## config.mk

```make
export PLATFORM = sky130hd
export DESIGN_NAME = redundant_sensor_combiner_flat
export DESIGN_NICKNAME = d
export VERILOG_FILES = /design/src/rtl/core/rsc_pkg.sv /design/src/rtl/core/rsc_in_if.sv /design/src/rtl/core/rsc_out_if.sv /design/src/rtl/core/rsc_divsqrt.sv /design/src/rtl/core/redundant_sensor_combiner.sv /design/src/flat_wrapper.sv
export SDC_FILE = /design/constraint.sdc
export NUM_CORES = 1
export LEC_CHECK = 0
export ABC_AREA = 1
export BUFFER_PORTS_ARGS = -buffer_cell sky130_fd_sc_hd__buf_2
export CAP_MARGIN = 30
export CORE_UTILIZATION = 40
export DETAILED_ROUTE_END_ITERATION = 12
export HOLD_SLACK_MARGIN = 0.1
export PLACE_DENSITY = 0.63
export SKIP_CTS_REPAIR_TIMING = 1
export SLEW_MARGIN = 10
export SYNTH_ARGS = -nofsm -noshare
export SYNTH_HDL_FRONTEND = slang
export SYNTH_SLANG_ARGS = --single-unit
```

## constraint.sdc

```tcl
create_clock -name clk -period 4.5 [get_ports clk]
set_input_delay 0.675 -clock clk [delete_from_list [all_inputs] [get_ports clk]]
set_output_delay 0.675 -clock clk [all_outputs]
set_load 0.03 [all_outputs]
```

## src/rtl/core/rsc_pkg.sv

```systemverilog
// Shared widths, codes and handshake structs of the redundant sensor combiner.
package rsc_pkg;

	localparam int VALUE_W    = 16;
	localparam int COUNT_W    = 4;
	localparam int ACC_W      = 40;
	localparam int APB_ADDR_W = 3;
	localparam int APB_DATA_W = 32;

	typedef enum logic [1:0] {
		MODE_MAX  = 2'd0,
		MODE_MEAN = 2'd1,
		MODE_RMS  = 2'd2,
		MODE_NONE = 2'd3
	} mode_t;

	typedef enum logic {
		REG_MODE  = 1'b0,
		REG_FLOOR = 1'b1
	} reg_idx_t;

	typedef struct packed {
		logic               start;
		logic               do_sqrt;
		logic [ACC_W-1:0]   operand;
		logic [COUNT_W-1:0] divisor;
	} ds_req_t;

	typedef struct packed {
		logic             done;
		logic [ACC_W-1:0] result;
	} ds_rsp_t;

endpackage

```

## src/rtl/core/rsc_in_if.sv

```systemverilog
// Input channel carrying one sensor reading per item.
interface rsc_in_if;
	import rsc_pkg::*;

	logic                      valid;
	logic                      ready;
	logic                      usable;
	logic signed [VALUE_W-1:0] reading_value;
	logic                      last_reading;

	modport source (output valid, output usable, output reading_value, output last_reading,
		input ready);
	modport sink (input valid, input usable, input reading_value, input last_reading,
		output ready);
endinterface

```

## src/rtl/core/rsc_out_if.sv

```systemverilog
// Output channel carrying one combined result per item.
interface rsc_out_if;
	import rsc_pkg::*;

	logic                      valid;
	logic                      ready;
	logic signed [VALUE_W-1:0] combined_value;
	logic                      combined_valid;
	logic [COUNT_W-1:0]        used_count;

	modport source (output valid, output combined_value, output combined_valid,
		output used_count, input ready);
	modport sink (input valid, input combined_value, input combined_valid,
		input used_count, output ready);
endinterface

```

## src/rtl/core/rsc_divsqrt.sv

```systemverilog
// Bit-serial divider by a small count, optionally followed by a bit-serial integer square root.
module rsc_divsqrt (
	input  logic             clk,
	input  logic             arst_n,
	input  rsc_pkg::ds_req_t req,
	output rsc_pkg::ds_rsp_t rsp
);
	import rsc_pkg::*;

	localparam int ROOT_W = ACC_W / 2;
	localparam int REM_W  = ROOT_W + 2;
	localparam int STEP_W = $clog2(ACC_W);

	typedef enum logic [1:0] {U_IDLE, U_DIV, U_SQRT} ustate_t;

	ustate_t            st_q;
	logic [ACC_W-1:0]   sh_q;
	logic [COUNT_W-1:0] drem_q;
	logic [COUNT_W-1:0] dvs_q;
	logic [REM_W-1:0]   srem_q;
	logic [ROOT_W-1:0]  root_q;
	logic [STEP_W-1:0]  step_q;
	logic               sqrt_q;
	logic               done_q;

	logic [COUNT_W:0]   dtrial;
	logic               dfit;
	logic [REM_W+1:0]   stri;
	logic [REM_W+1:0]   strial;
	logic               sfit;

	// One quotient bit per cycle, then two radicand bits per cycle.
	always_comb begin
		dtrial = {drem_q, sh_q[ACC_W-1]};
		dfit   = dtrial >= {1'b0, dvs_q};
		stri   = {srem_q, sh_q[ACC_W-1 -: 2]};
		strial = (REM_W+2)'({root_q, 2'b01});
		sfit   = stri >= strial;
	end

	always_ff @(posedge clk or negedge arst_n) begin
		if (!arst_n) begin
			st_q   <= U_IDLE;
			sh_q   <= '0;
			drem_q <= '0;
			dvs_q  <= '0;
			srem_q <= '0;
			root_q <= '0;
			step_q <= '0;
			sqrt_q <= 1'b0;
			done_q <= 1'b0;
		end else begin
			done_q <= 1'b0;
			unique case (st_q)
				U_IDLE: begin
					if (req.start) begin
						sh_q   <= req.operand;
						dvs_q  <= req.divisor;
						sqrt_q <= req.do_sqrt;
						drem_q <= '0;
						step_q <= '0;
						st_q   <= U_DIV;
					end
				end
				U_DIV: begin
					sh_q   <= {sh_q[ACC_W-2:0], dfit};
					drem_q <= dfit ? COUNT_W'(dtrial - {1'b0, dvs_q}) : dtrial[COUNT_W-1:0];
					step_q <= step_q + 1'b1;
					if (step_q == STEP_W'(ACC_W-1)) begin
						step_q <= '0;
						if (sqrt_q) begin
							srem_q <= '0;
							root_q <= '0;
							st_q   <= U_SQRT;
						end else begin
							done_q <= 1'b1;
							st_q   <= U_IDLE;
						end
					end
				end
				U_SQRT: begin
					sh_q   <= {sh_q[ACC_W-3:0], 2'b00};
					srem_q <= sfit ? REM_W'(stri - strial) : REM_W'(stri);
					root_q <= {root_q[ROOT_W-2:0], sfit};
					step_q <= step_q + 1'b1;
					if (step_q == STEP_W'(ROOT_W-1)) begin
						done_q <= 1'b1;
						st_q   <= U_IDLE;
					end
				end
				default: begin
					st_q <= U_IDLE;
				end
			endcase
		end
	end

	assign rsp.done   = done_q;
	assign rsp.result = sqrt_q ? ACC_W'(root_q) : sh_q;

endmodule

```

## src/rtl/core/redundant_sensor_combiner.sv

```systemverilog
// Throughput: one item per cycle while idle; an RMS-mode reading that exceeds the floor holds
// off further items while the squarer runs. The last item of a set adds the final step: S_FIN
// then S_OUT for max or none, with S_WAIT between them for the mean and RMS, set by the
// bit-serial divider and, for RMS, the root. S_OUT loads the result into the output register.
// arst_n clears the set in progress, the output register and both registers (max mode, floor 0).
// No clearing pass is needed: the block is ready for an item as soon as reset is released.
module redundant_sensor_combiner #(
	parameter int MAX_SENSORS = 8
) (
	input  logic                             clk,
	input  logic                             arst_n,
	rsc_in_if.sink                           in_ch,
	rsc_out_if.source                        out_ch,
	input  logic                             psel,
	input  logic                             penable,
	input  logic                             pwrite,
	input  logic [rsc_pkg::APB_ADDR_W-1:0]   paddr,
	input  logic [rsc_pkg::APB_DATA_W-1:0]   pwdata,
	output logic [rsc_pkg::APB_DATA_W-1:0]   prdata,
	output logic                             pready
);
	import rsc_pkg::*;

	// The count field is four bits wide, so a set never combines more than fifteen readings.
	localparam int COUNT_CAP = (MAX_SENSORS > 15) ? 15 : MAX_SENSORS;

	typedef enum logic [2:0] {S_IDLE, S_MUL, S_ADD, S_FIN, S_WAIT, S_OUT} state_t;

	function automatic logic signed [VALUE_W-1:0] sat16(input logic signed [41:0] v);
		if (v > 42'sd32767)
			return 16'sh7FFF;
		else if (v < -42'sd32768)
			return 16'sh8000;
		else
			return v[VALUE_W-1:0];
	endfunction

	// Registers written through the APB port.
	mode_t                     mode_q;
	logic signed [VALUE_W-1:0] floor_q;

	// Set state and the nibble-serial squarer.
	state_t                    state_q;
	logic [ACC_W-1:0]          acc_q;
	logic [COUNT_W-1:0]        cnt_q;
	logic                      last_q;
	logic [15:0]               mcand_q;
	logic [15:0]               mplier_q;
	logic [31:0]               prod_q;
	logic [1:0]                dig_q;
	logic                      neg_q;
	logic signed [VALUE_W-1:0] res_q;

	// Output register.
	logic                      out_valid_q;
	logic signed [VALUE_W-1:0] out_value_q;
	logic                      out_cvalid_q;
	logic [COUNT_W-1:0]        out_count_q;

	logic signed [16:0]        excess;
	logic                      excess_pos;
	logic                      take;
	logic [ACC_W-1:0]          rv_ext;
	logic [ACC_W-1:0]          acc_mag;
	logic [19:0]               digit_prod;
	logic [31:0]               prod_next;
	logic signed [41:0]        fin_v;
	logic                      apb_wr;
	ds_req_t                   ds_req;
	ds_rsp_t                   ds_rsp;

	always_comb begin
		rv_ext     = {{(ACC_W-VALUE_W){in_ch.reading_value[VALUE_W-1]}}, in_ch.reading_value};
		excess     = {in_ch.reading_value[VALUE_W-1], in_ch.reading_value}
		           - {floor_q[VALUE_W-1], floor_q};
		excess_pos = !excess[16] && (excess != '0);
		take       = in_ch.usable && (cnt_q < COUNT_W'(COUNT_CAP));
		// The mean divides the magnitude; the sign is put back afterwards, which
		// truncates toward zero.
		acc_mag    = acc_q[ACC_W-1] ? (ACC_W'(0) - acc_q) : acc_q;
		// The squarer takes the multiplier a nibble at a time, most significant first.
		digit_prod = mcand_q * mplier_q[15:12];
		prod_next  = {prod_q[27:0], 4'b0000} + 32'(digit_prod);

		ds_req.start   = (state_q == S_FIN) && (cnt_q != '0)
		               && ((mode_q == MODE_MEAN) || (mode_q == MODE_RMS));
		ds_req.do_sqrt = (mode_q == MODE_RMS);
		ds_req.operand = (mode_q == MODE_MEAN) ? acc_mag : acc_q;
		ds_req.divisor = cnt_q;

		// The root is at most 20 bits wide, so the floor is added without overflow.
		if (mode_q == MODE_RMS)
			fin_v = $signed({2'b00, ds_rsp.result})
			      + {{(42-VALUE_W){floor_q[VALUE_W-1]}}, floor_q};
		else if (neg_q)
			fin_v = 42'sd0 - $signed({2'b00, ds_rsp.result});
		else
			fin_v = $signed({2'b00, ds_rsp.result});

		apb_wr = psel && penable && pwrite && pready;
	end

	rsc_divsqrt u_divsqrt (
		.clk    (clk),
		.arst_n (arst_n),
		.req    (ds_req),
		.rsp    (ds_rsp)
	);

	always_ff @(posedge clk or negedge arst_n) begin
		if (!arst_n) begin
			mode_q       <= MODE_MAX;
			floor_q      <= '0;
			state_q      <= S_IDLE;
			acc_q        <= '0;
			cnt_q        <= '0;
			last_q       <= 1'b0;
			mcand_q      <= '0;
			mplier_q     <= '0;
			prod_q       <= '0;
			dig_q        <= '0;
			neg_q        <= 1'b0;
			res_q        <= '0;
			out_valid_q  <= 1'b0;
			out_value_q  <= '0;
			out_cvalid_q <= 1'b0;
			out_count_q  <= '0;
		end else begin
			if (apb_wr) begin
				unique case (reg_idx_t'(paddr[2]))
					REG_MODE:  mode_q  <= mode_t'(pwdata[1:0]);
					REG_FLOOR: floor_q <= pwdata[VALUE_W-1:0];
					default:   ;
				endcase
			end

			// A set waiting in S_OUT reloads the output register itself when it drains.
			if (out_valid_q && out_ch.ready && (state_q != S_OUT))
				out_valid_q <= 1'b0;

			unique case (state_q)
				S_IDLE: begin
					if (in_ch.valid) begin
						last_q  <= in_ch.last_reading;
						state_q <= in_ch.last_reading ? S_FIN : S_IDLE;
						if (take) begin
							cnt_q <= cnt_q + 1'b1;
							unique case (mode_q)
								MODE_MAX: begin
									if ((cnt_q == '0) || ($signed(rv_ext) > $signed(acc_q)))
										acc_q <= rv_ext;
								end
								MODE_MEAN: begin
									acc_q <= acc_q + rv_ext;
								end
								MODE_RMS: begin
									// Only a positive excess over the floor is squared.
									if (excess_pos) begin
										mcand_q  <= excess[15:0];
										mplier_q <= excess[15:0];
										prod_q   <= '0;
										dig_q    <= '0;
										state_q  <= S_MUL;
									end
								end
								default: ;
							endcase
						end
					end
				end
				S_MUL: begin
					prod_q   <= prod_next;
					mplier_q <= {mplier_q[11:0], 4'b0000};
					dig_q    <= dig_q + 1'b1;
					if (dig_q == 2'd3)
						state_q <= S_ADD;
				end
				S_ADD: begin
					acc_q   <= acc_q + ACC_W'(prod_q);
					state_q <= last_q ? S_FIN : S_IDLE;
				end
				S_FIN: begin
					priority if ((cnt_q == '0) || (mode_q == MODE_NONE)) begin
						res_q   <= '0;
						state_q <= S_OUT;
					end else if (mode_q == MODE_MAX) begin
						res_q   <= sat16({{2{acc_q[ACC_W-1]}}, acc_q});
						state_q <= S_OUT;
					end else begin
						neg_q   <= acc_q[ACC_W-1];
						state_q <= S_WAIT;
					end
				end
				S_WAIT: begin
					if (ds_rsp.done) begin
						res_q   <= sat16(fin_v);
						state_q <= S_OUT;
					end
				end
				S_OUT: begin
					// Wait for the output register to be free, then start a fresh set.
					if (!out_valid_q || out_ch.ready) begin
						out_valid_q  <= 1'b1;
						out_value_q  <= res_q;
						out_cvalid_q <= (cnt_q != '0);
						out_count_q  <= cnt_q;
						acc_q        <= '0;
						cnt_q        <= '0;
						state_q      <= S_IDLE;
					end
				end
				default: begin
					state_q <= S_IDLE;
				end
			endcase
		end
	end

	assign in_ch.ready           = (state_q == S_IDLE);
	assign out_ch.valid          = out_valid_q;
	assign out_ch.combined_value = out_value_q;
	assign out_ch.combined_valid = out_cvalid_q;
	assign out_ch.used_count     = out_count_q;

	assign pready = 1'b1;
	assign prdata = (reg_idx_t'(paddr[2]) == REG_FLOOR)
	              ? APB_DATA_W'({floor_q})
	              : APB_DATA_W'({mode_q});

endmodule

```

## src/flat_wrapper.sv

```systemverilog
// flat-port wrapper written by rule: the top's interface ports become plain ports
module redundant_sensor_combiner_flat import rsc_pkg::*;
#(
	parameter int MAX_SENSORS = 8
)
  (clk, arst_n, psel, penable, pwrite, paddr, pwdata, prdata, pready, in_ch_valid, in_ch_usable, in_ch_reading_value, in_ch_last_reading, in_ch_ready, out_ch_valid, out_ch_combined_value, out_ch_combined_valid, out_ch_used_count, out_ch_ready);
  rsc_in_if in_ch_i ();
  rsc_out_if out_ch_i ();
  input  logic clk;
  input  logic arst_n;
  input  logic psel;
  input  logic penable;
  input  logic pwrite;
  input  logic [rsc_pkg::APB_ADDR_W-1:0] paddr;
  input  logic [rsc_pkg::APB_DATA_W-1:0] pwdata;
  output logic [rsc_pkg::APB_DATA_W-1:0] prdata;
  output logic pready;
  input wire logic [$bits(in_ch_i.valid)-1:0] in_ch_valid;
  input wire logic [$bits(in_ch_i.usable)-1:0] in_ch_usable;
  input wire logic [$bits(in_ch_i.reading_value)-1:0] in_ch_reading_value;
  input wire logic [$bits(in_ch_i.last_reading)-1:0] in_ch_last_reading;
  output wire logic [$bits(in_ch_i.ready)-1:0] in_ch_ready;
  output wire logic [$bits(out_ch_i.valid)-1:0] out_ch_valid;
  output wire logic [$bits(out_ch_i.combined_value)-1:0] out_ch_combined_value;
  output wire logic [$bits(out_ch_i.combined_valid)-1:0] out_ch_combined_valid;
  output wire logic [$bits(out_ch_i.used_count)-1:0] out_ch_used_count;
  input wire logic [$bits(out_ch_i.ready)-1:0] out_ch_ready;
  assign in_ch_i.valid = in_ch_valid;
  assign in_ch_i.usable = in_ch_usable;
  assign in_ch_i.reading_value = in_ch_reading_value;
  assign in_ch_i.last_reading = in_ch_last_reading;
  assign in_ch_ready = in_ch_i.ready;
  assign out_ch_valid = out_ch_i.valid;
  assign out_ch_combined_value = out_ch_i.combined_value;
  assign out_ch_combined_valid = out_ch_i.combined_valid;
  assign out_ch_used_count = out_ch_i.used_count;
  assign out_ch_i.ready = out_ch_ready;
  redundant_sensor_combiner #(.MAX_SENSORS(MAX_SENSORS)) u_core (.clk(clk), .arst_n(arst_n), .in_ch(in_ch_i), .out_ch(out_ch_i), .psel(psel), .penable(penable), .pwrite(pwrite), .paddr(paddr), .pwdata(pwdata), .prdata(prdata), .pready(pready));
endmodule
```

==> out/qor.txt <==
OUTCOME
----------------------------------------------------------------------------------------
Status                                                                      complete, no violations

SYNTHESIS
----------------------------------------------------------------------------------------
Cell type with the highest aggregate area in the netlist                    sky130_fd_sc_hd__dfrtp_1
Syn Inst Count                                                                     4,612
Fraction of registers with async set or reset after synthesis                       1.00
Count of synthesis-stage warnings from yosys                                           0
Count of flip-flops with a built-in enable after synthesis                             0
Mapped Area                                                                   0.0292 mm2
Synth top area share                                                               0.232
Count of unique library cells instantiated by Yosys                                   62
Seq cells post-synth                                                                 271
Sequential element share of the synthesized area                                   0.232
Dominant cells by area after synthesis                                      sky130_fd_sc_hd__dfrtp_1 (23%), sky130_fd_sc_hd__nand2_1 (17%), sky130_fd_sc_hd__ha_1 (10%), sky130_fd_sc_hd__inv_1 (8.1%), sky130_fd_sc_hd__a21oi_1 (6.5%)
Flip-flop cell with the highest count after synthesis                       sky130_fd_sc_hd__dfrtp_1
Mean instance size in the synthesized netlist                                   6.32 um2

GLOBAL ROUTING
----------------------------------------------------------------------------------------
Largest net degree at the start of global routing                                    107
First-pass GRT wire length                                                    156,000 um
Via count of the first global-routing pass                                         28.9k
Global router's overall resource usage                                             0.263
Total global routing overflow                                                          0
Number of antenna violations at the first check in global routing                      2

WORST SETUP PATH
----------------------------------------------------------------------------------------
Endpoint kind of the worst setup timing path                                   flip-flop
Endpoint of the most critical setup path                                    u_core.prod_q[28]
Reg2reg path depth                                                                    22
Timing startpoint of the critical path                                      u_core.mplier_q[13]
Kind of critical path                                                            reg2reg
Worst setup SP type                                                            flip-flop
Worst-path maximum fanout                                                              6
Required time worst endpoint                                                     4970 ps
Crit path arrival time                                                           4720 ps
Flop-to-flop setup slack                                                          250 ps
RR Startpoint                                                               u_core.mplier_q[13]
Endpoint of the most critical register-to-register path                     u_core.prod_q[28]

FLOORPLANNING
----------------------------------------------------------------------------------------
Starting density of the core                                                       0.406
Core outline area                                                             0.0719 mm2
Die footprint                                                                 0.0740 mm2
Die Y                                                                             272 um
I/O pin count                                                                        116
Chip width                                                                        272 um
Std-Cell Rows                                                                         98

DETAILED ROUTING
----------------------------------------------------------------------------------------
Post-Route WL                                                                  98,700 um
Drt drc                                                                                0
Number of search-and-repair iterations in the first detailed-routing pass              8
Routed wirelength normalized by instance count                                   17.4 um
Vias per inst                                                                       5.37
Detailed-routed wire length on met2                                            45,100 um
Wire length the detailed router placed on met1                                 44,500 um
Iter 0 DRT Violations                                                              2,483
Vias after detailed routing                                                        30.5k
DRT antenna net count                                                                  0
Top Layer Used                                                                      met4
Met3 Wirelength                                                                  4880 um

TIMING
----------------------------------------------------------------------------------------
Number of hold-slack violations in the final timing report                             0
Post-route clock skew                                                            33.9 ps
Worst hold-check slack                                                           89.3 ps
Slew at the pin closest to its max-slew limit                                    1150 ps
Final clock period utilization by the worst path                                   0.944
Finish-stage setup viols                                                               0
RSZ-0062 raised after global routing                                                true
Achievable frequency                                                             235 MHz
Relative max-transition margin                                                     0.223
Final-report max-slew violation count                                                  0
Tmin final                                                                       4250 ps
Final sum of negative setup slack                                                   0 ps

CLOCKING
----------------------------------------------------------------------------------------
CTS tree                                                                            done
Clock latency on the worst-skew pair                                              570 ps
H-tree lvl count                                                                       2
Number of buffers on the longest clock path                                            3
Reg clk slew, reported paths                                                       60 ps
Total number of clock tree sinks                                                     271
Total CTS buffers                                                                     36
Clock Root Buffer                                                           sky130_fd_sc_hd__clkbuf_16

FINAL LAYOUT
----------------------------------------------------------------------------------------
Post-Route Utilization                                                             0.451
Number of nets in the final layout                                                 5,043
Filler Cell Count                                                                  7,664
Number of standard cells in the final layout excluding fillers                     5,681
Most common cell after layout, fill and taps aside                          sky130_fd_sc_hd__nand2_1
Layout cells sized above 1                                                        0.0820
Most frequent cells in the layout                                           sky130_fd_sc_hd__nand2_1 (1,301), sky130_fd_sc_hd__inv_1 (627), sky130_fd_sc_hd__nor2_1 (431)
Signed area change from the synthesized netlist to the final layout                11.1%

WORST HOLD PATH
----------------------------------------------------------------------------------------
Hold Path Class                                                                 in2async

PLACEMENT
----------------------------------------------------------------------------------------
Half-perimeter wire length after detailed placement                            78,900 um
Instance count after placement with tap cells included                             5,604
GPL Wtd Cong                                                                       0.977
Number of port buffers                                                                80

PWR
----------------------------------------------------------------------------------------
Leakage dissipation                                                              17.8 nW
Highest ir drop seen on vdd                                                     0.204 mV
Power per standard cell area                                                  247 mW/mm2

RUN
----------------------------------------------------------------------------------------
Max-capacitance violation count                                                        0

final cells by class:
type	instances	area [um2]	area share
Inverter	648	2430	0.0750
Sequential cell	271	6790	0.209
Multi-Input combinational cell	3559	19400	0.599
Clock inverter	18	215	0.00664
Tap cell	950	1190	0.0367
Clock buffer	48	1030	0.0317
Antenna cell	1	2.50	0.0000772
Timing Repair Buffer	186	1340	0.0413
sequential cells by signal (all words and copies together) (netlist names), 20 cells and up:
register and count:
u_core.prod_q 32, u_core.u_divsqrt.root_q 20, u_core.u_divsqrt.sh_q 40, u_core.acc_q 40, u_core.u_divsqrt.srem_q 22
through the flow:
stage                     power [mW]  setup slack (ps)  area (um2)
after floorplan                 4.18              55.3       29200
after CTS                       8.00             -27.4       32200
final                           7.99               251       32400
after detailed placement        4.91              9.53       31000
after global placement          4.90              64.8       30900
after global routing            8.43             -66.0       32400
power by group:
group	total, mW	internal (mW)	leakage [nW]	switching [mW]
combinational	2.35	0.721	13.7	1.63
clock	3.07	1.85	0.604	1.22
sequential	2.58	2.49	3.45	0.0883
cells by family (layout without fill, tap and decap cells):
group | after synthesis | after routing | synth area share
compound gates | 932 | 932 | 0.182
flops | 271 | 271 | 0.232
simple gates | 2261 | 2261 | 0.324
mux | 1 | 1 | 0.000343
buf+inv | 797 | 900 | 0.108
fa+ha+maj | 281 | 281 | 0.133
other cells | 2 | 18 | 0.000257
xor+xnor | 67 | 67 | 0.0201
worst min path at each step:
| stage | depth (start not counted) | to | slack (ps) | from |
|---|---|---|---|---|
| final | 1 | u_core.floor_q[15] | 90 | arst_n |
| after global routing | 1 | u_core.floor_q[10] | 180 | arst_n |
| after CTS | 1 | u_core.floor_q[10] | 150 | arst_n |
| after detailed placement | 2 | u_core.out_ch.combined_value[10] | 450 | u_core.out_ch.combined_value[10] |
| after global placement | 2 | u_core.out_ch.combined_value[7] | 450 | u_core.out_ch.combined_value[7] |
| after floorplan | 0 | u_core.acc_q[0] | 380 | arst_n |
synth_stat cells (8+ instances only):
library cell / instances
sky130_fd_sc_hd__nand2_2: 21
sky130_fd_sc_hd__and2_1: 8
sky130_fd_sc_hd__ha_1: 233
sky130_fd_sc_hd__a22oi_1: 22
sky130_fd_sc_hd__nor3_1: 43
sky130_fd_sc_hd__xnor2_1: 22
sky130_fd_sc_hd__o21ai_0: 288
sky130_fd_sc_hd__clkinv_1: 8
sky130_fd_sc_hd__dfrtp_1: 271
sky130_fd_sc_hd__buf_1: 12
sky130_fd_sc_hd__nor2_1: 432
sky130_fd_sc_hd__nand3_1: 313
sky130_fd_sc_hd__nor2_2: 16
sky130_fd_sc_hd__a32o_1: 9
sky130_fd_sc_hd__o211ai_1: 9
sky130_fd_sc_hd__a221oi_1: 35
sky130_fd_sc_hd__buf_2: 11
sky130_fd_sc_hd__o22ai_1: 34
sky130_fd_sc_hd__o21ai_1: 23
sky130_fd_sc_hd__buf_4: 19
sky130_fd_sc_hd__a21oi_1: 380
sky130_fd_sc_hd__or2_2: 30
sky130_fd_sc_hd__nand4_1: 48
sky130_fd_sc_hd__xor2_1: 45
sky130_fd_sc_hd__nor4_1: 10
sky130_fd_sc_hd__o221ai_1: 12
sky130_fd_sc_hd__clkbuf_1: 98
sky130_fd_sc_hd__a21o_1: 10
sky130_fd_sc_hd__a31oi_1: 25
sky130_fd_sc_hd__fa_1: 48
sky130_fd_sc_hd__a21oi_2: 10
sky130_fd_sc_hd__nand2_1: 1304
sky130_fd_sc_hd__inv_2: 10
sky130_fd_sc_hd__inv_1: 630
sky130_fd_sc_hd__o21a_1: 19
sky130_fd_sc_hd__nand3b_1: 10
sky130_fd_sc_hd__o21bai_1: 14
per-layer routing:
metal	global-route usage	vias up
li1	-	15300
met1	0.350	14200
met2	0.433	851
met3	0.0264	205
met4	0.109	0
met5	0	-
worst max-delay path, stage by stage (launching register included):
cell and delay [ps]:
sky130_fd_sc_hd__dfrtp_1 430, sky130_fd_sc_hd__nand2_1 110, sky130_fd_sc_hd__fa_1 520, sky130_fd_sc_hd__inv_2 40
sky130_fd_sc_hd__fa_1 480, sky130_fd_sc_hd__fa_1 450, sky130_fd_sc_hd__ha_4 300, sky130_fd_sc_hd__nand3_1 70
sky130_fd_sc_hd__nand2_1 90, sky130_fd_sc_hd__nand2_1 70, sky130_fd_sc_hd__nand2_1 90, sky130_fd_sc_hd__a21oi_2 70
sky130_fd_sc_hd__o21ai_2 160, sky130_fd_sc_hd__inv_1 50, sky130_fd_sc_hd__o21a_1 230, sky130_fd_sc_hd__o21ai_4 250
sky130_fd_sc_hd__a21oi_2 110, sky130_fd_sc_hd__o21ai_2 160, sky130_fd_sc_hd__buf_6 130, sky130_fd_sc_hd__nand2_1 60
sky130_fd_sc_hd__nor2_1 110, sky130_fd_sc_hd__nor2_1 50, sky130_fd_sc_hd__o21ai_1 120
(Power assumes the default switching activity.)
